$ cat config.mk
export PLATFORM = sky130hd
export DESIGN_NAME = scs_select_flat
export DESIGN_NICKNAME = d
export VERILOG_FILES = /design/src/rtl/scs_pkg.sv /design/src/rtl/scs_out_if.sv /design/src/rtl/scs_select.sv /design/src/flat_wrapper.sv
export SDC_FILE = /design/constraint.sdc
export NUM_CORES = 1
export LEC_CHECK = 0
export BUFFER_PORTS_ARGS = -buffer_cell sky130_fd_sc_hd__buf_4
export CORE_ASPECT_RATIO = 1.4
export CORE_UTILIZATION = 25
export DETAILED_ROUTE_END_ITERATION = 12
export PLACE_DENSITY = 0.53
export SETUP_SLACK_MARGIN = 0.05
export SYNTH_ARGS = -nofsm -noshare
export SYNTH_HDL_FRONTEND = slang
export SYNTH_SLANG_ARGS = --single-unit
export TNS_END_PERCENT = 30
$ cat constraint.sdc
create_clock -name clk -period 4.5 [get_ports clk]
set_input_delay 0 -clock clk [delete_from_list [all_inputs] [get_ports clk]]
set_output_delay 0 -clock clk [all_outputs]
set_load 0.02 [all_outputs]
$ cat src/rtl/scs_pkg.sv
// ----------------------------------------------------------------------------
// scs_pkg
// Shared types and constants of the shortest clause selector.
// ----------------------------------------------------------------------------
`default_nettype none

package scs_pkg;

    // Default sizes of the block
    localparam int MAX_LITERALS_DEF   = 1024;
    localparam int MAX_CLAUSES_DEF    = 4096;
    localparam int MAX_CLAUSE_LEN_DEF = 64;

    // Fixed field widths of the item and result transactions
    localparam int LIT_W    = 10;
    localparam int DEG_W    = 13;
    localparam int CLAUSE_W = 12;
    localparam int LEN_W    = 7;
    localparam int SUM_W    = 19;

    // Largest literal count the literal field can address
    localparam int LIT_SPAN = 1 << LIT_W;

    // Saturation value of a clause degree sum
    localparam logic [SUM_W-1:0] SUM_MAX = {SUM_W{1'b1}};

    // Item codes
    typedef enum logic [1:0] {
        MODE_LOAD  = 2'd0,  // write one degree table entry
        MODE_LIT   = 2'd1,  // one literal of the open clause
        MODE_EMPTY = 2'd2,  // empty clause marker
        MODE_NOP   = 2'd3   // no effect
    } scs_mode_t;

    // Item as it travels from the read stage into the update stage
    typedef struct packed {
        scs_mode_t mode;
        logic      lit_ok;      // literal lies inside the degree table
        logic      clause_end;
        logic      set_end;
    } scs_item_t;

endpackage : scs_pkg

`default_nettype wire

$ cat src/rtl/scs_out_if.sv
// ----------------------------------------------------------------------------
// scs_out_if
// Result channel: one selected clause per transaction, at the end of a set.
// ----------------------------------------------------------------------------
`default_nettype none

interface scs_out_if import scs_pkg::*; ();

    logic                 valid;
    logic                 ready;
    logic [CLAUSE_W-1:0]  best_clause;
    logic [LEN_W-1:0]     best_length;
    logic [SUM_W-1:0]     best_degree_sum;
    logic                 found;
    logic                 overflow;

    modport source (
        output valid, best_clause, best_length, best_degree_sum, found, overflow,
        input  ready
    );

    modport sink (
        input  valid, best_clause, best_length, best_degree_sum, found, overflow,
        output ready
    );

endinterface : scs_out_if

`default_nettype wire

$ cat src/rtl/scs_select.sv
// ----------------------------------------------------------------------------
// scs_select
// Update stage: accumulate the open clause, compare it with the best clause
// on close, and hold the result in an output register.
// ----------------------------------------------------------------------------
`default_nettype none

module scs_select import scs_pkg::*; #(
    parameter int MAX_CLAUSES    = MAX_CLAUSES_DEF,
    parameter int MAX_CLAUSE_LEN = MAX_CLAUSE_LEN_DEF
) (
    input  wire logic             clk,
    input  wire logic             rst_n,
    input  wire logic             item_valid,
    input  wire scs_item_t        item,
    input  wire logic [DEG_W-1:0] deg_data,
    output logic                  ready,
    scs_out_if.source             results
);

    localparam int CW = $clog2(MAX_CLAUSES + 1);
    localparam int LW = $clog2(MAX_CLAUSE_LEN + 1);

    // Stage register
    logic             s1_v_reg;
    scs_item_t        s1_item_reg;

    // Clause state
    logic [CW-1:0]    cnt_reg,     cnt_next;
    logic [LW-1:0]    cur_len_reg, cur_len_next;
    logic [SUM_W-1:0] cur_sum_reg, cur_sum_next;
    logic [CW-1:0]    best_idx_reg, best_idx_next;
    logic [LW-1:0]    best_len_reg, best_len_next;
    logic [SUM_W-1:0] best_sum_reg, best_sum_next;
    logic             have_reg,    have_next;
    logic             ovf_reg,     ovf_next;

    // Updated values before the end-of-set clear
    logic [CW-1:0]    cnt_u, idx_u;
    logic [LW-1:0]    len_u, blen_u;
    logic [SUM_W-1:0] sum_u, bsum_u;
    logic             have_u, ovf_u;
    logic             close;
    logic             emit;
    logic             fire;
    logic [DEG_W-1:0] deg;
    logic [SUM_W:0]   sum_w;
    logic [31:0]      idx_ext, len_ext;

    // Output register
    logic                out_v_reg;
    logic [CLAUSE_W-1:0] out_clause_reg;
    logic [LEN_W-1:0]    out_len_reg;
    logic [SUM_W-1:0]    out_sum_reg;
    logic                out_found_reg;
    logic                out_ovf_reg;

    // Advance the stage unless a result would overwrite one still waiting
    assign emit  = s1_item_reg.set_end &&
                   (s1_item_reg.mode == MODE_LIT || s1_item_reg.mode == MODE_EMPTY);
    assign fire  = s1_v_reg && (!emit || !out_v_reg || results.ready);
    assign ready = !s1_v_reg || fire;

    always_ff @(posedge clk or negedge rst_n)
    begin
        if (!rst_n)
        begin
            s1_v_reg <= 1'b0;
        end
        else if (ready)
        begin
            s1_v_reg <= item_valid;
        end
    end

    always_ff @(posedge clk)
    begin
        if (item_valid && ready)
        begin
            s1_item_reg <= item;
        end
    end

    // Accumulate the literal and close the clause
    always_comb
    begin
        deg     = '0;
        sum_w   = '0;
        len_u   = cur_len_reg;
        sum_u   = cur_sum_reg;
        ovf_u   = ovf_reg;
        cnt_u   = cnt_reg;
        idx_u   = best_idx_reg;
        blen_u  = best_len_reg;
        bsum_u  = best_sum_reg;
        have_u  = have_reg;
        close   = 1'b0;

        case (s1_item_reg.mode)
            MODE_LIT:
            begin
                if (cur_len_reg < LW'(MAX_CLAUSE_LEN))
                begin
                    deg   = s1_item_reg.lit_ok ? deg_data : '0;
                    sum_w = {1'b0, cur_sum_reg} + (SUM_W + 1)'(deg);
                    sum_u = sum_w[SUM_W] ? SUM_MAX : sum_w[SUM_W-1:0];
                    len_u = cur_len_reg + LW'(1);
                end
                else
                begin
                    ovf_u = 1'b1;
                end
                close = s1_item_reg.clause_end || s1_item_reg.set_end;
            end
            MODE_EMPTY:
            begin
                close = 1'b1;
            end
            default:
            begin
                close = 1'b0;
            end
        endcase

        if (close)
        begin
            if (cnt_reg >= CW'(MAX_CLAUSES))
            begin
                ovf_u = 1'b1;
            end
            else
            begin
                if (len_u != '0 && (!have_reg || len_u < best_len_reg ||
                    (len_u == best_len_reg && sum_u > best_sum_reg)))
                begin
                    idx_u  = cnt_reg;
                    blen_u = len_u;
                    bsum_u = sum_u;
                    have_u = 1'b1;
                end
                cnt_u = cnt_reg + CW'(1);
            end
            len_u = '0;
            sum_u = '0;
        end

        // Clear the clause state at the end of the set
        cnt_next      = emit ? '0 : cnt_u;
        cur_len_next  = emit ? '0 : len_u;
        cur_sum_next  = emit ? '0 : sum_u;
        best_idx_next = emit ? '0 : idx_u;
        best_len_next = emit ? '0 : blen_u;
        best_sum_next = emit ? '0 : bsum_u;
        have_next     = emit ? 1'b0 : have_u;
        ovf_next      = emit ? 1'b0 : ovf_u;

        idx_ext = 32'(idx_u);
        len_ext = 32'(blen_u);
    end

    always_ff @(posedge clk or negedge rst_n)
    begin
        if (!rst_n)
        begin
            cnt_reg      <= '0;
            cur_len_reg  <= '0;
            cur_sum_reg  <= '0;
            best_idx_reg <= '0;
            best_len_reg <= '0;
            best_sum_reg <= '0;
            have_reg     <= 1'b0;
            ovf_reg      <= 1'b0;
        end
        else if (fire)
        begin
            cnt_reg      <= cnt_next;
            cur_len_reg  <= cur_len_next;
            cur_sum_reg  <= cur_sum_next;
            best_idx_reg <= best_idx_next;
            best_len_reg <= best_len_next;
            best_sum_reg <= best_sum_next;
            have_reg     <= have_next;
            ovf_reg      <= ovf_next;
        end
    end

    // Hold the result until the sink takes it
    always_ff @(posedge clk or negedge rst_n)
    begin
        if (!rst_n)
        begin
            out_v_reg <= 1'b0;
        end
        else if (fire && emit)
        begin
            out_v_reg <= 1'b1;
        end
        else if (results.ready)
        begin
            out_v_reg <= 1'b0;
        end
    end

    always_ff @(posedge clk)
    begin
        if (fire && emit)
        begin
            out_clause_reg <= have_u ? idx_ext[CLAUSE_W-1:0] : '0;
            out_len_reg    <= have_u ? len_ext[LEN_W-1:0] : '0;
            out_sum_reg    <= have_u ? bsum_u : '0;
            out_found_reg  <= have_u;
            out_ovf_reg    <= ovf_u;
        end
    end

    assign results.valid           = out_v_reg;
    assign results.best_clause     = out_clause_reg;
    assign results.best_length     = out_len_reg;
    assign results.best_degree_sum = out_sum_reg;
    assign results.found           = out_found_reg;
    assign results.overflow        = out_ovf_reg;

    // Open clause never grows past its capacity
    a_len_cap: assert property (@(posedge clk) disable iff (!rst_n)
        cur_len_reg <= LW'(MAX_CLAUSE_LEN))
        else $error("open clause length beyond capacity");

    // Clause count never passes the capacity
    a_cnt_cap: assert property (@(posedge clk) disable iff (!rst_n)
        cnt_reg <= CW'(MAX_CLAUSES))
        else $error("clause counter beyond capacity");

    // A kept clause is never empty
    a_best_len: assert property (@(posedge clk) disable iff (!rst_n)
        have_reg |-> best_len_reg != '0)
        else $error("best clause recorded with zero length");

    // Emitting a result clears the clause state
    a_clear: assert property (@(posedge clk) disable iff (!rst_n)
        fire && emit |=> cnt_reg == '0 && !have_reg && !ovf_reg)
        else $error("clause state not cleared after result");

    // A not-found result carries zero fields
    a_none: assert property (@(posedge clk) disable iff (!rst_n)
        out_v_reg && !out_found_reg |-> out_clause_reg == '0 && out_len_reg == '0)
        else $error("not-found result with nonzero fields");

endmodule : scs_select

`default_nettype wire

$ cat src/flat_wrapper.sv
// flat-port wrapper written by rule: the top's interface ports become plain ports
module scs_select_flat import scs_pkg::*;
#(
    parameter int MAX_CLAUSES    = MAX_CLAUSES_DEF,
    parameter int MAX_CLAUSE_LEN = MAX_CLAUSE_LEN_DEF
)
  (clk, rst_n, item_valid, item, deg_data, ready, results_valid, results_best_clause, results_best_length, results_best_degree_sum, results_found, results_overflow, results_ready);
  scs_out_if results_i ();
  input  wire logic clk;
  input  wire logic rst_n;
  input  wire logic item_valid;
  input  wire scs_item_t item;
  input  wire logic [DEG_W-1:0] deg_data;
  output logic ready;
  output wire logic [$bits(results_i.valid)-1:0] results_valid;
  output wire logic [$bits(results_i.best_clause)-1:0] results_best_clause;
  output wire logic [$bits(results_i.best_length)-1:0] results_best_length;
  output wire logic [$bits(results_i.best_degree_sum)-1:0] results_best_degree_sum;
  output wire logic [$bits(results_i.found)-1:0] results_found;
  output wire logic [$bits(results_i.overflow)-1:0] results_overflow;
  input wire logic [$bits(results_i.ready)-1:0] results_ready;
  assign results_valid = results_i.valid;
  assign results_best_clause = results_i.best_clause;
  assign results_best_length = results_i.best_length;
  assign results_best_degree_sum = results_i.best_degree_sum;
  assign results_found = results_i.found;
  assign results_overflow = results_i.overflow;
  assign results_i.ready = results_ready;
  scs_select #(.MAX_CLAUSES(MAX_CLAUSES), .MAX_CLAUSE_LEN(MAX_CLAUSE_LEN)) u_core (.clk(clk), .rst_n(rst_n), .item_valid(item_valid), .item(item), .deg_data(deg_data), .ready(ready), .results(results_i));
endmodule
# Yosys cells after proc, flatten, opt, wreduce, memory -nomap -nowiden
# Cells that the tools add are included.
totals:
  output_inout_bits: 42
  rom_bits: 0
  ram_bits: 0
  ff_bits: 126
  n_memories: 0
  inputBits: 22
  latchBits: 0
classes:
  order_cmp: 4
  add_sub_neg: 3
  n_eq_ne: 4
  reduce_logical: 21
  bitwise: 0
  multipliers: 0
  div_mod_pow: 0
  muxes: 37
  shift: 0
ops:
  columns: ["op", "n"]
  rows:
  - ["2-to-1 mux 19 bit", 9]
  - ["2-to-1 mux 7 bit", 8]
  - ["2-to-1 mux 13 bit", 4]
  - ["2-to-1 mux 12 bit", 4]
  - ["adder 19 x 13 -> 20 bit", 1]
  - ["greater-than comparator 19 bit", 1]
  - ["adder 13 x 1 -> 13 bit, second input constant", 1]
  - [">= comparator 13 bit, second input constant", 1]
  - ["2-to-1 mux 1 bit", 11]
  - ["adder 7 x 1 -> 7 bit, second input constant", 1]
  - ["== test 7 bit", 1]
  - ["logical OR 1 bit", 7]
  - ["< comparator 7 bit", 1]
  - ["< comparator 7 bit, second input constant", 1]
  - ["nonzero test 7 bit", 1]
  - ["logical AND 1 bit", 6]
  - ["zero test 1 bit", 4]
  - ["nonzero test 2 bit", 2]
  - ["AND reduction 3 bit", 1]
  - ["== test 2 x 1 -> 1 bit, second input constant", 1]
  - ["== test 2 bit, second input constant", 1]
  - ["!= test 2 x 1 -> 1 bit, second input constant", 1]
  - ["case mux 1 bit (2 select lines)", 1]

# Longest topological paths before layout
# Gate-level depths: netlist of run 1.
depth:
  word_depth: 13
  mapped_depth: 21
  mapped_depth_nobuf: 18

# Worst setup path before layout of run 1
# Ideal clock, no wire load.
synth_timing:
  path_type: "flip-flop to flip-flop"
  from: "register u_core.s1_item_reg[2] (netlist name)"
  to: "register u_core.out_sum_reg[8] (netlist: u_core.results.best_degree_sum[8]), data pin"
  synth_period_minus_slack_ps: 4956
  setup_ps: 266
  stages_incl_launch_ff: 21
  setup_slack_ps: -456
  required_time_ps: 4234
  t_arrival_ps: 4690
  path_cell_list: "edfxtp_1 -> clkbuf_1 -> and2_1 -> ha_1 -> a2111oi_0 -> o21ai_0 -> and4_1 -> o211ai_2 -> nand2_1 -> o22ai_1 -> inv_1 -> ha_1 -> nand4_1 -> or4_1 -> mux2i_1 -> a311oi_1 -> o21ai_2 -> buf_2 -> buf_4 -> mux2i_1 -> nor2_1"
synth_via:
  elab_chain_len: 12
  word_cells_on_any_way: 15
  cone_classes: "add/sub (1); order compare (1); mux (10); reduce/logical (3)"
synth_lines:
  columns: ["item", "line_no", "text"]
  rows:
  - ["start: declaration", "scs_select.sv:26", "scs_item_t s1_item_reg;"]
  - ["start signal: assignment", "scs_select.sv:80", "s1_item_reg <= item;"]
  - ["2-to-1 mux 13 bit *", "scs_select.sv:104", "deg = s1_item_reg.lit_ok ? deg_data : '0;"]
  - ["adder 19 x 13 -> 20 bit *", "scs_select.sv:105", "sum_w = {1'b0, cur_sum_reg} + (SUM_W + 1)'(deg);"]
  - ["2-to-1 mux 19 bit *", "scs_select.sv:106", "sum_u = sum_w[SUM_W] ? SUM_MAX : sum_w[SUM_W-1:0];"]
  - ["2-to-1 mux 19 bit *", "scs_select.sv:102", "if (cur_len_reg < LW'(MAX_CLAUSE_LEN))"]
  - ["2-to-1 mux 19 bit *", "scs_select.sv:99", "case (s1_item_reg.mode)"]
  - ["greater-than comparator 19 bit", "scs_select.sv:134", "(len_u == best_len_reg && sum_u > best_sum_reg)))"]
  - ["logical AND 1 bit", "scs_select.sv:134", null]
  - ["logical OR 1 bit", "scs_select.sv:133", "if (len_u != '0 && (!have_reg || len_u < best_len_reg ||"]
  - ["logical AND 1 bit", "scs_select.sv:133", null]
  - ["2-to-1 mux 19 bit or 2-to-1 mux 1 bit (tied branches)", "scs_select.sv:133", null]
  - ["2-to-1 mux 19 bit or 2-to-1 mux 1 bit (tied branches)", "scs_select.sv:127", "if (cnt_reg >= CW'(MAX_CLAUSES))"]
  - ["2-to-1 mux 19 bit or 2-to-1 mux 1 bit (tied branches)", "scs_select.sv:125", "if (close)"]
  - ["end signal: assignment", "scs_select.sv:210", "out_sum_reg <= have_u ? bsum_u : '0;"]
  - ["end: declaration", "scs_select.sv:54", "logic [SUM_W-1:0] out_sum_reg;"]
# Mark *: on every way between the ends. The rest lies on a longest branch, timed or not.
# A chain may end at the register's enable or synchronous reset.

# Worst setup path in the final report of run 1
layout_timing:
  from: "register u_core.s1_item_reg[2] (netlist name)"
  to: "register u_core.out_len_reg[5] (netlist: u_core.results.best_length[5]), data pin"
layout_via:
  elab_chain_len: 12
  word_cells_on_any_way: 15
  cone_classes: "add/sub (1); order compare (1); mux (10); reduce/logical (3)"
layout_lines:
  columns: ["item", "line_no", "text"]
  rows:
  - ["2-to-1 mux 13 bit *", "scs_select.sv:104", null]
  - ["adder 19 x 13 -> 20 bit *", "scs_select.sv:105", null]
  - ["2-to-1 mux 19 bit *", "scs_select.sv:106", null]
  - ["2-to-1 mux 19 bit *", "scs_select.sv:102", null]
  - ["2-to-1 mux 19 bit *", "scs_select.sv:99", null]
  - ["greater-than comparator 19 bit *", "scs_select.sv:134", null]
  - ["logical AND 1 bit *", "scs_select.sv:134", null]
  - ["logical OR 1 bit *", "scs_select.sv:133", null]
  - ["logical AND 1 bit *", "scs_select.sv:133", null]
  - ["2-to-1 mux 7 bit or 2-to-1 mux 1 bit (tied branches)", "scs_select.sv:133", null]
  - ["2-to-1 mux 7 bit or 2-to-1 mux 1 bit (tied branches)", "scs_select.sv:127", null]
  - ["2-to-1 mux 7 bit or 2-to-1 mux 1 bit (tied branches)", "scs_select.sv:125", null]
  - ["end signal: assignment", "scs_select.sv:209", "out_len_reg <= have_u ? len_ext[LEN_W-1:0] : '0;"]
  - ["end: declaration", "scs_select.sv:53", "logic [LEN_W-1:0] out_len_reg;"]
# Marked as above.

==> flow_summary.json, run 1 <==
{
  "fin_ws_ns": -0.136,
  "placementRows": 71,
  "synth_adder_area_share": 0.0827,
  "post_drt_wl_per_cell_um": 16.2,
  "antenna_found_initial": 1,
  "utilization": 0.349,
  "synthMuxAreaShare": 0.0432,
  "cts_made_buffers": 17,
  "setup_violations": 66,
  "cpPeakStageDelay_ns": 0.46,
  "pwr_density_cell_nw_per_um2": 364,
  "drive_gt1_frac": 0.296,
  "grt_pass1_wl_um": 30800,
  "fin_area_um2": 9430,
  "synth_compound_area_frac": 0.181,
  "synth-seq-area-share": 0.490,
  "path_class": "reg -> reg",
  "area_delta_synth_final_pct": 36.8,
  "maxCapViolCount": 0,
  "clockRootBuffer": "clkbuf_16",
  "final_common_cell": "buf_4",
  "synth_area_leader_cell": "dfrtp_1",
  "die_x_um": 142,
  "ys_types": 57,
  "io_buffers": 63,
  "grt_max_degree": 60,
  "viasPerCell": 4.62,
  "power_switching_mw": 1.06,
  "nFillCells": 2790,
  "worst-path-buf-inv": 4,
  "htree_num_levels": 4,
  "core-area_um2": 27000,
  "p_clk_frac": 0.380,
  "synthXorXnorAreaFrac": 0.0318,
  "grt_use_total": 0.144,
  "seq_area_um2": 3380,
  "dpl_cell_area_um2": 8420,
  "clock_sinks": 126,
  "period_share": 1.03,
  "ir_drop_mv": 0.265,
  "seq_power_share": 0.386,
  "syn_inst": 662,
  "gr-total-overflow": 0,
  "crit_family": "compound AO/OA/AOI/OAI gates",
  "die-area_um2": 28300,
  "hpwl_um": 13800,
  "p_leak_nw": 4.14,
  "cp_cell_sequence": "buf_6, and2_4, ha_4, a2111oi_4, o21ai_2, and4_4, o211ai_4, nand2_1, mux2i_2, inv_1, ha_4, nand4_1, or4_1, mux2i_1, a311oi_2, o21ai_4, buf_12, nor2_1, a211oi_2, buf_4",
  "rrSetupSlack_ns": -0.14,
  "crit_arrival_ns": 4.93,
  "first_pass_iters": 4,
  "synth_edf_count": 45,
  "crit_top_cell": "ha_4",
  "grt_pass1_vias": 5689,
  "gp_congestion": 0.828,
  "p_comb_frac": 0.234,
  "switching_share": 0.308,
  "layout_min_cycle_time_ns": 4.64,
  "path_max_fanout": 6,
  "drc": 0,
  "netlist_area_um2": 6900,
  "clk_pin_slew_ns": 0.06,
  "clk_latency_ns": 0.42,
  "status": "finished, violations left",
  "cts_buffer_depth": 2,
  "final_cell_mix": "133 x buf_4, 81 x dfrtp_1, 62 x nor2_1",
  "die_h_um": 199,
  "io_pins": 64,
  "multi_input_area_um2": 3560,
  "place_ws_ns": -0.441,
  "critical_path_required_ns": 4.79,
  "ys.warnings.count": 0,
  "nNetsFinal": 875,
  "ys_async_sr_fraction": 0.643,
  "yosys.area_share.simple": 0.126,
  "synth_flop_cell": "dfrtp_1",
  "synth-seq-cells": 126,
  "drtAntennaViolNets": 0,
  "num_vias": 5482,
  "synth_nets": 729,
  "wl_um": 19200,
  "cts_tree": "done",
  "netlist_top_cells_area": "dfrtp_1 29%, edfxtp_1 20%, ha_1 8.0%",
  "finalSetupTns_ns": -5.90,
  "slew_viol_final": 0,
  "internal-power_mw": 2.38,
  "cpMaxStageDelayCell": "edfxtp_1",
  "max_freq_ghz": 0.216,
  "grt_setup_unrepaired": "yes",
  "skew_ns": 0.0134,
  "start_kind": "flip-flop",
  "worst_pin_slew_ns": 1.05,
  "yosysTopAreaCellShare": 0.294,
  "endpoint_kind": "flip-flop",
  "hold_viol": 0,
  "start_util": 0.255,
  "synth_top_family_by_area": "compound AO/OA/AOI/OAI gates",
  "drt_iter0_drc": 280,
  "hold_class": "in -> async",
  "max_slew_margin": 0.302,
  "violations": "setup timing",
  "syn_area_per_cell_um2": 10.4
}
-- final timing paths --
kind,from,endpoint,cells past startpoint
max,u_core.s1_item_reg[2],u_core.results.best_length[5],20
min,rst_n,u_core.best_idx_reg[6],2
max reg2reg,u_core.s1_item_reg[2],u_core.results.best_length[5],20
min reg2reg,u_core.best_sum_reg[6],u_core.best_sum_reg[6],1
max in group asynchronous,rst_n,u_core.s1_v_reg,3
min in group clk,item[4],u_core.s1_item_reg[4],2
-- power by group through the flow --
stage | sequential, mW | combinational [mW] | clock, mW
after global routing | 1.34 | 0.889 | 1.39
after floorplan | 1.33 | 0.426 | 0
after detailed placement | 1.35 | 0.731 | 0
after global placement | 1.35 | 0.723 | 0
final | 1.33 | 0.803 | 1.31
after CTS | 1.33 | 0.791 | 1.34
-- synth_stat cells, types with 3 or more instances --
master	instances
nand2_1	43
o31ai_1	4
xnor2_1	10
dfrtp_1	81
o21ai_0	37
mux2i_1	26
o211ai_1	6
a211oi_1	13
buf_2	5
o2111ai_1	3
o21a_1	3
a21o_1	3
nand3_1	19
nor2_1	64
inv_1	50
o2bb2ai_1	10
ha_1	44
buf_4	3
or2_2	5
a21oi_1	26
nor3_1	3
and2_1	14
a22o_1	43
o22ai_1	3
edfxtp_1	45
clkbuf_1	17
a31oi_1	11
nor2b_1	5
nand4_1	10
nand2b_1	6
xor2_1	15
-- routing by layer --
layer  vias up  GRT usage  wire length (µm)
met5         -          0                 0
met4         0     0.0478               377
met1      2677      0.165              7960
met2        79      0.265             10500
met3        21     0.0284               447
li1       2705          -                 -
-- what timing repair did --
action	in CTS	in global routing
setup endpoints to repair	76	76
gates resized for setup	28	29
buffers inserted	11	4
pin swaps	17	19
hold buffers	8	0
endpoints found under the hold margin	29	0
gates cloned	2	0
-- final cells by class --
class / count / share of cell area
Antenna cell: 1 / 0.000265
Clock buffer: 19 / 0.0470
Clock inverter: 13 / 0.0125
Inverter: 50 / 0.0199
Multi-Input combinational cell: 459 / 0.378
Sequential cell: 126 / 0.358
Tap cell: 365 / 0.0484
Timing Repair Buffer: 154 / 0.136
-- logic make-up (layout without fill, tap and decap cells) --
kind of cell    Yosys count  count (layout)
mux                      29              29
fa+ha+maj                45              45
other cells               0               1
buf+inv                  77             236
compound gates          178             178
flops                   126             126
simple gates            182             182
xor+xnor                 25              25
-- through the flow --
stage / hold slack (ns) / power (mW) / cells
3_5_place_dp: -0.0832 / 2.08 / 1132
4_1_cts: 0.0122 / 3.46 / 1185
6_report: 0.0135 / 3.44 / 1187
5_1_grt: 0.0437 / 3.61 / 1187
2_1_floorplan: -0.296 / 1.76 / 662
3_3_place_gp: -0.0840 / 2.07 / 1132
Note: power is estimated with default switching activity, not from simulation.
==> run 2: changes to the inputs <==
--- a/config.mk
+++ b/config.mk
@@ -5,11 +5,13 @@
 export SDC_FILE = /design/constraint.sdc
 export NUM_CORES = 1
 export LEC_CHECK = 0
+export ABC_AREA = 1
 export BUFFER_PORTS_ARGS = -buffer_cell sky130_fd_sc_hd__buf_4
 export CORE_ASPECT_RATIO = 1.4
 export CORE_UTILIZATION = 25
 export DETAILED_ROUTE_END_ITERATION = 12
-export PLACE_DENSITY = 0.53
+export MAX_ROUTING_LAYER = met4
+export PLACE_DENSITY = 0.52
 export SETUP_SLACK_MARGIN = 0.05
 export SYNTH_ARGS = -nofsm -noshare
 export SYNTH_HDL_FRONTEND = slang
==> flow_summary.json, run 2 <==
{
  "status": "completed",
  "drive_gt1_frac": 0.128,
  "holdWs_ns": 0.0377,
  "io_buffers": 63,
  "drc": 0,
  "p_comb_frac": 0.311,
  "crit_arrival_ns": 4.09,
  "synth-seq-cells": 126,
  "rrSetupSlack_ns": 0.58,
  "synth_nets": 1150,
  "netlist_top_cells_area": "dfrtp_1 26%, nand2_1 18%, edfxtp_1 17%",
  "internal-power_mw": 2.58,
  "first_pass_iters": 4,
  "top_usage_layer": "met2",
  "yosysMostFrequentCell": "nand2_1",
  "grt_pass1_vias": 7248,
  "syn_area_per_cell_um2": 7.24,
  "final_cell_mix": "381 x nand2_1, 166 x inv_1, 107 x nand3_1",
  "synth_edf_count": 45,
  "netlist_area_um2": 7850,
  "hold_class": "in -> async",
  "num_vias": 7170,
  "r2r_end": "u_core.results.best_length[2]",
  "max_freq_ghz": 0.255,
  "max_slew_margin": 0.432,
  "pwr_density_cell_nw_per_um2": 422,
  "globalRouteMet1Util": 0.168,
  "ys.warnings.count": 0,
  "grt_pass1_wl_um": 37600,
  "seq_power_share": 0.363,
  "multi_input_area_um2": 3710,
  "synth_commonest_cells": "385 x nand2_1, 167 x inv_1, 108 x nand3_1",
  "ys_types": 38,
  "clock_sinks": 126,
  "start_kind": "flip-flop",
  "setup_violations": 0,
  "layout_min_cycle_time_ns": 3.92,
  "clk_pin_slew_ns": 0.07,
  "cts_tree": "done",
  "final_common_cell": "nand2_1",
  "area_delta_synth_final_pct": 22.4,
  "antenna_found_initial": 0,
  "skew_ns": 0.0226,
  "hold_viol": 0,
  "path_class": "reg -> reg",
  "grtUsageMet3": 0.0237,
  "drt_iter0_drc": 327,
  "p_leak_nw": 4.95,
  "hpwl_um": 17300,
  "syn_inst": 1083,
  "worst_pin_slew_ns": 0.845,
  "synth_flop_cell": "dfrtp_1",
  "endpoint_kind": "flip-flop",
  "seq_area_um2": 3380,
  "n_antenna_cell": 0,
  "yosysTopAreaCellShare": 0.258,
  "gp_congestion": 0.909,
  "critical_path_required_ns": 4.68,
  "die_h_um": 212,
  "ys_async_sr_fraction": 0.643,
  "synth_area_leader_cell": "dfrtp_1",
  "r2r-start": "u_core.s1_item_reg[2]",
  "nFillCells": 3375,
  "ir_drop_mv": 0.228,
  "wl_um": 23400,
  "grt_setup_unrepaired": "no",
  "fin_ws_ns": 0.583,
  "finalSetupTns_ns": 0,
  "slew_viol_final": 0,
  "place_ws_ns": 0.286,
  "nNetsFinal": 1243,
  "core-area_um2": 30800,
  "grt_use_total": 0.161,
  "clk_latency_ns": 0.44,
  "drtAntennaViolNets": 0,
  "p_clk_frac": 0.327,
  "cts_buffer_depth": 2,
  "use_met2": 0.284,
  "ff2ff_path_depth": 26,
  "die_x_um": 152,
  "start_util": 0.255,
  "grt_max_degree": 55,
  "gr-total-overflow": 0,
  "clockRootBuffer": "clkbuf_16",
  "placementRows": 76,
  "power_switching_mw": 1.48,
  "period_share": 0.870,
  "synth-seq-area-share": 0.431,
  "maxCapViolCount": 0,
  "viasPerCell": 4.54,
  "cts_made_buffers": 17,
  "htree_num_levels": 4,
  "switching_share": 0.365,
  "io_pins": 64,
  "die-area_um2": 32100,
  "post_drt_wl_per_cell_um": 14.8,
  "path_max_fanout": 12
}
-- run 2: final cells by class --
cell class,count,share of cell area
Clock buffer,19,0.0461
Clock inverter,13,0.0119
Inverter,172,0.0672
Multi-Input combinational cell,754,0.386
Sequential cell,126,0.352
Tap cell,390,0.0508
Timing Repair Buffer,105,0.0861
-- run 2: per-layer routing --
metal / part of all wire / vias to the layer above
li1: - / 3628
met1: 0.39 / 3345
met2: 0.53 / 143
met3: 0.027 / 54
met4: 0.046 / 0
met5: 0 / -
-- run 2: per-stage QoR --
step | instance area [µm²] | total power [mW] | instances | utilization
floorplan | 7850 | 2.34 | 1083 | -
global placement | 8920 | 2.73 | 1537 | 0.289
detailed placement | 8920 | 2.75 | 1537 | 0.289
CTS | 9570 | 4.11 | 1578 | 0.310
global route | 9610 | 4.36 | 1579 | 0.312
finish | 9610 | 4.06 | 1579 | 0.312
-- run 2: worst max-delay path, stage by stage, from the launching register on --
cell      delay [ns]
edfxtp_1        0.39
buf_4           0.19
nand2_1         0.06
inv_1           0.06
fa_1            0.41
nand2_1         0.12
nand3_1         0.09
nand3_1         0.11
nand2_1         0.10
nand2_1         0.07
nand2_1         0.15
nand3_1         0.11
nand2_1         0.05
nor2_1          0.17
inv_1           0.07
ha_1            0.29
a21oi_1         0.14
o21ai_0         0.10
nor2_1          0.14
nand3_1         0.08
nand2_1         0.11
nand2_2         0.10
nand2_2         0.13
buf_4           0.20
nand2_1         0.08
nand2_1         0.08
nor2_1          0.05
-- run 2: logic make-up (layout without fill, tap and decap cells) --
logic type	after synthesis	in the layout	share of synthesized area
compound gates	82	82	0.0598
xor+xnor	5	5	0.00558
fa+ha+maj	45	45	0.0727
buf+inv	204	309	0.103
flops	126	126	0.431
simple gates	621	622	0.329
-- run 2: repair_timing --
action,4_1_cts,5_1_grt
setup endpoints to repair,0,76
hold buffers,9,0
buffers inserted,0,0
gates resized for setup,0,11
endpoints found under the hold margin,34,0
-- run 2: worst max-delay path by stage --
stage | from | slack [ns] | cells past startpoint | to
global route | u_core.s1_item_reg[2] | 0.1 | 25 | u_core.results.best_clause[4]
CTS | u_core.s1_item_reg[2] | 0.27 | 27 | u_core.results.best_length[2]
finish | u_core.s1_item_reg[2] | 0.58 | 26 | u_core.results.best_length[2]
global placement | u_core.s1_item_reg[2] | 0.37 | 26 | u_core.results.best_clause[11]
floorplan | u_core.s1_item_reg[2] | 0.58 | 28 | u_core.results.best_clause[2]
detailed placement | u_core.s1_item_reg[2] | 0.29 | 27 | u_core.results.best_length[2]
-- run 2: power by group through the flow --
| stage | clock network [mW] | logic [mW] | registers (mW) |
|---|---|---|---|
| after floorplan | 0 | 0.858 | 1.48 |
| after global placement | 0 | 1.24 | 1.49 |
| after detailed placement | 0 | 1.26 | 1.49 |
| after CTS | 1.37 | 1.27 | 1.47 |
| after global routing | 1.41 | 1.46 | 1.49 |
| final | 1.33 | 1.26 | 1.47 |
==> run 3: changes to the inputs <==
--- a/config.mk
+++ b/config.mk
@@ -8,10 +8,11 @@
 export ABC_AREA = 1
 export BUFFER_PORTS_ARGS = -buffer_cell sky130_fd_sc_hd__buf_4
 export CORE_ASPECT_RATIO = 1.4
-export CORE_UTILIZATION = 25
+export CORE_UTILIZATION = 50
 export DETAILED_ROUTE_END_ITERATION = 12
 export MAX_ROUTING_LAYER = met4
-export PLACE_DENSITY = 0.52
+export PLACE_DENSITY = 0.82
+export REMOVE_ABC_BUFFERS = 1
 export SETUP_SLACK_MARGIN = 0.05
 export SYNTH_ARGS = -nofsm -noshare
 export SYNTH_HDL_FRONTEND = slang
==> flow_summary.json, run 3 (synthesized netlist as in run 2, its figures left out) <==
{
  "status": "completed",
  "hpwl_um": 13800,
  "setup_violations": 0,
  "max_slew_margin": 0.382,
  "clk_pin_slew_ns": 0.06,
  "wl_met3_um": 1010,
  "area_delta_synth_final_pct": 17.4,
  "grt_setup_unrepaired": "no",
  "grt_max_degree": 67,
  "viasPerCell": 5.32,
  "first_pass_iters": 5,
  "gp_congestion": 0.952,
  "placementRows": 53,
  "grt_use_total": 0.269,
  "dpl_cell_area_um2": 8510,
  "hold_class": "in -> reg",
  "post_drt_wl_per_cell_um": 14.5,
  "clock_sinks": 126,
  "wl_met1_um": 7760,
  "maxCapViolCount": 0,
  "period_share": 0.919,
  "finalSetupTns_ns": 0,
  "cts_buffer_depth": 2,
  "fin_cells": 1361,
  "wl_met2_um": 10300,
  "grt_pass1_wl_um": 32700,
  "io_pins": 64,
  "placedCellCount": 1317,
  "core-area_um2": 15200,
  "p_leak_nw": 4.87,
  "fin_area_um2": 9210,
  "start_util": 0.517,
  "endpoint_kind": "flip-flop",
  "antenna_found_initial": 0,
  "clk_latency_ns": 0.42,
  "holdWs_ns": 0.234,
  "ir_drop_mv": 0.303,
  "io_buffers": 63,
  "critical_path_required_ns": 4.75,
  "max_freq_ghz": 0.242,
  "grt_pass1_vias": 7225,
  "die_h_um": 150,
  "gr-total-overflow": 0,
  "slew_viol_final": 0,
  "path_max_fanout": 12,
  "layout_min_cycle_time_ns": 4.14,
  "num_vias": 7243,
  "cts_tree": "done",
  "path_class": "reg -> reg",
  "start_kind": "flip-flop",
  "htree_num_levels": 4,
  "die_x_um": 108,
  "final_common_cell": "nand2_1",
  "clockRootBuffer": "clkbuf_16",
  "wl_um": 19800,
  "drtAntennaViolNets": 0,
  "die-area_um2": 16200,
  "pwr_density_cell_nw_per_um2": 433,
  "cts_made_buffers": 17,
  "n_antenna_cell": 0,
  "dr.max_layer_used": "met4",
  "drive_gt1_frac": 0.108,
  "skew_ns": 0.00851,
  "hold_viol": 0,
  "nNetsFinal": 1223,
  "crit_arrival_ns": 4.39,
  "drt_iter0_drc": 549,
  "final_cell_mix": "384 x nand2_1, 166 x inv_1, 108 x nand3_1",
  "drc": 0,
  "worst_pin_slew_ns": 0.925
}
run 3: report_power, final:
part           total (mW)  switching [mW]  internal (mW)
combinational        1.21           0.801          0.412
sequential           1.46          0.0963           1.36
clock                1.32           0.553          0.764
total                3.99            1.45           2.54
run 3: final timing paths:
path | startpoint | end | slack (ns) | depth (start not counted)
min in group asynchronous | rst_n | u_core.cnt_reg[4] | 0.31 | 3
max in group asynchronous | rst_n | u_core.best_sum_reg[12] | 3.28 | 3
max reg2reg | u_core.s1_item_reg[2] | u_core.results.best_degree_sum[5] | 0.36 | 26
max | u_core.s1_item_reg[2] | u_core.results.best_degree_sum[5] | 0.36 | 26
min reg2reg | u_core.best_idx_reg[0] | u_core.best_idx_reg[0] | 0.48 | 2
min | deg_data[0] | u_core.cur_sum_reg[0] | 0.23 | 8
run 3: layout make-up:
class / count / area [µm²]
clock inverters: 15 / 136
multi-input cells: 753 / 3690
clock buffers: 17 / 425
inverters: 172 / 646
fillers: 1339 / 5980
repair buffers: 86 / 693
well taps: 192 / 240
flip-flops and latches: 126 / 3380
run 3: what timing repair did:
| item | 4_1_cts | 5_1_grt |
|---|---|---|
| endpoints found under the hold margin | 22 | 0 |
| hold buffers | 11 | 0 |
| setup endpoints to repair | 8 | 76 |
| buffers inserted | 0 | 1 |
| gates resized for setup | 2 | 6 |
run 3: worst max-delay path, stage by stage, from the launching register on:
cell	delay (ns)
edfxtp_1	0.38
buf_4	0.19
nand2_1	0.07
inv_1	0.04
ha_1	0.34
nand2_1	0.11
nand3_1	0.15
nand2_1	0.11
nand2_1	0.07
nand2_1	0.06
nand2_1	0.14
nand3_1	0.23
nand2_1	0.10
nor2_2	0.18
inv_1	0.07
ha_1	0.30
nand4_1	0.17
nor2_1	0.18
nand3b_1	0.09
nand3_1	0.09
nand2_1	0.07
nand2_1	0.11
nand2_1	0.13
buf_4	0.27
nand2_1	0.08
nand2_1	0.05
nor2_1	0.16
run 3: metal layers:
layer,vias to the layer above,track usage
li1,3591,-
met1,3351,0.284
met2,237,0.480
met3,64,0.0498
met4,0,0.130
met5,-,-
run 3: stage by stage:
stage | total power [mW] | setup WS, ns | utilization
after detailed placement | 2.66 | 0.0975 | 0.560
final | 3.99 | 0.365 | 0.606
after global placement | 2.63 | 0.144 | 0.560
after floorplan | 2.31 | -0.106 | -
after global routing | 4.25 | 0.0253 | 0.606
after CTS | 3.99 | 0.0990 | 0.605
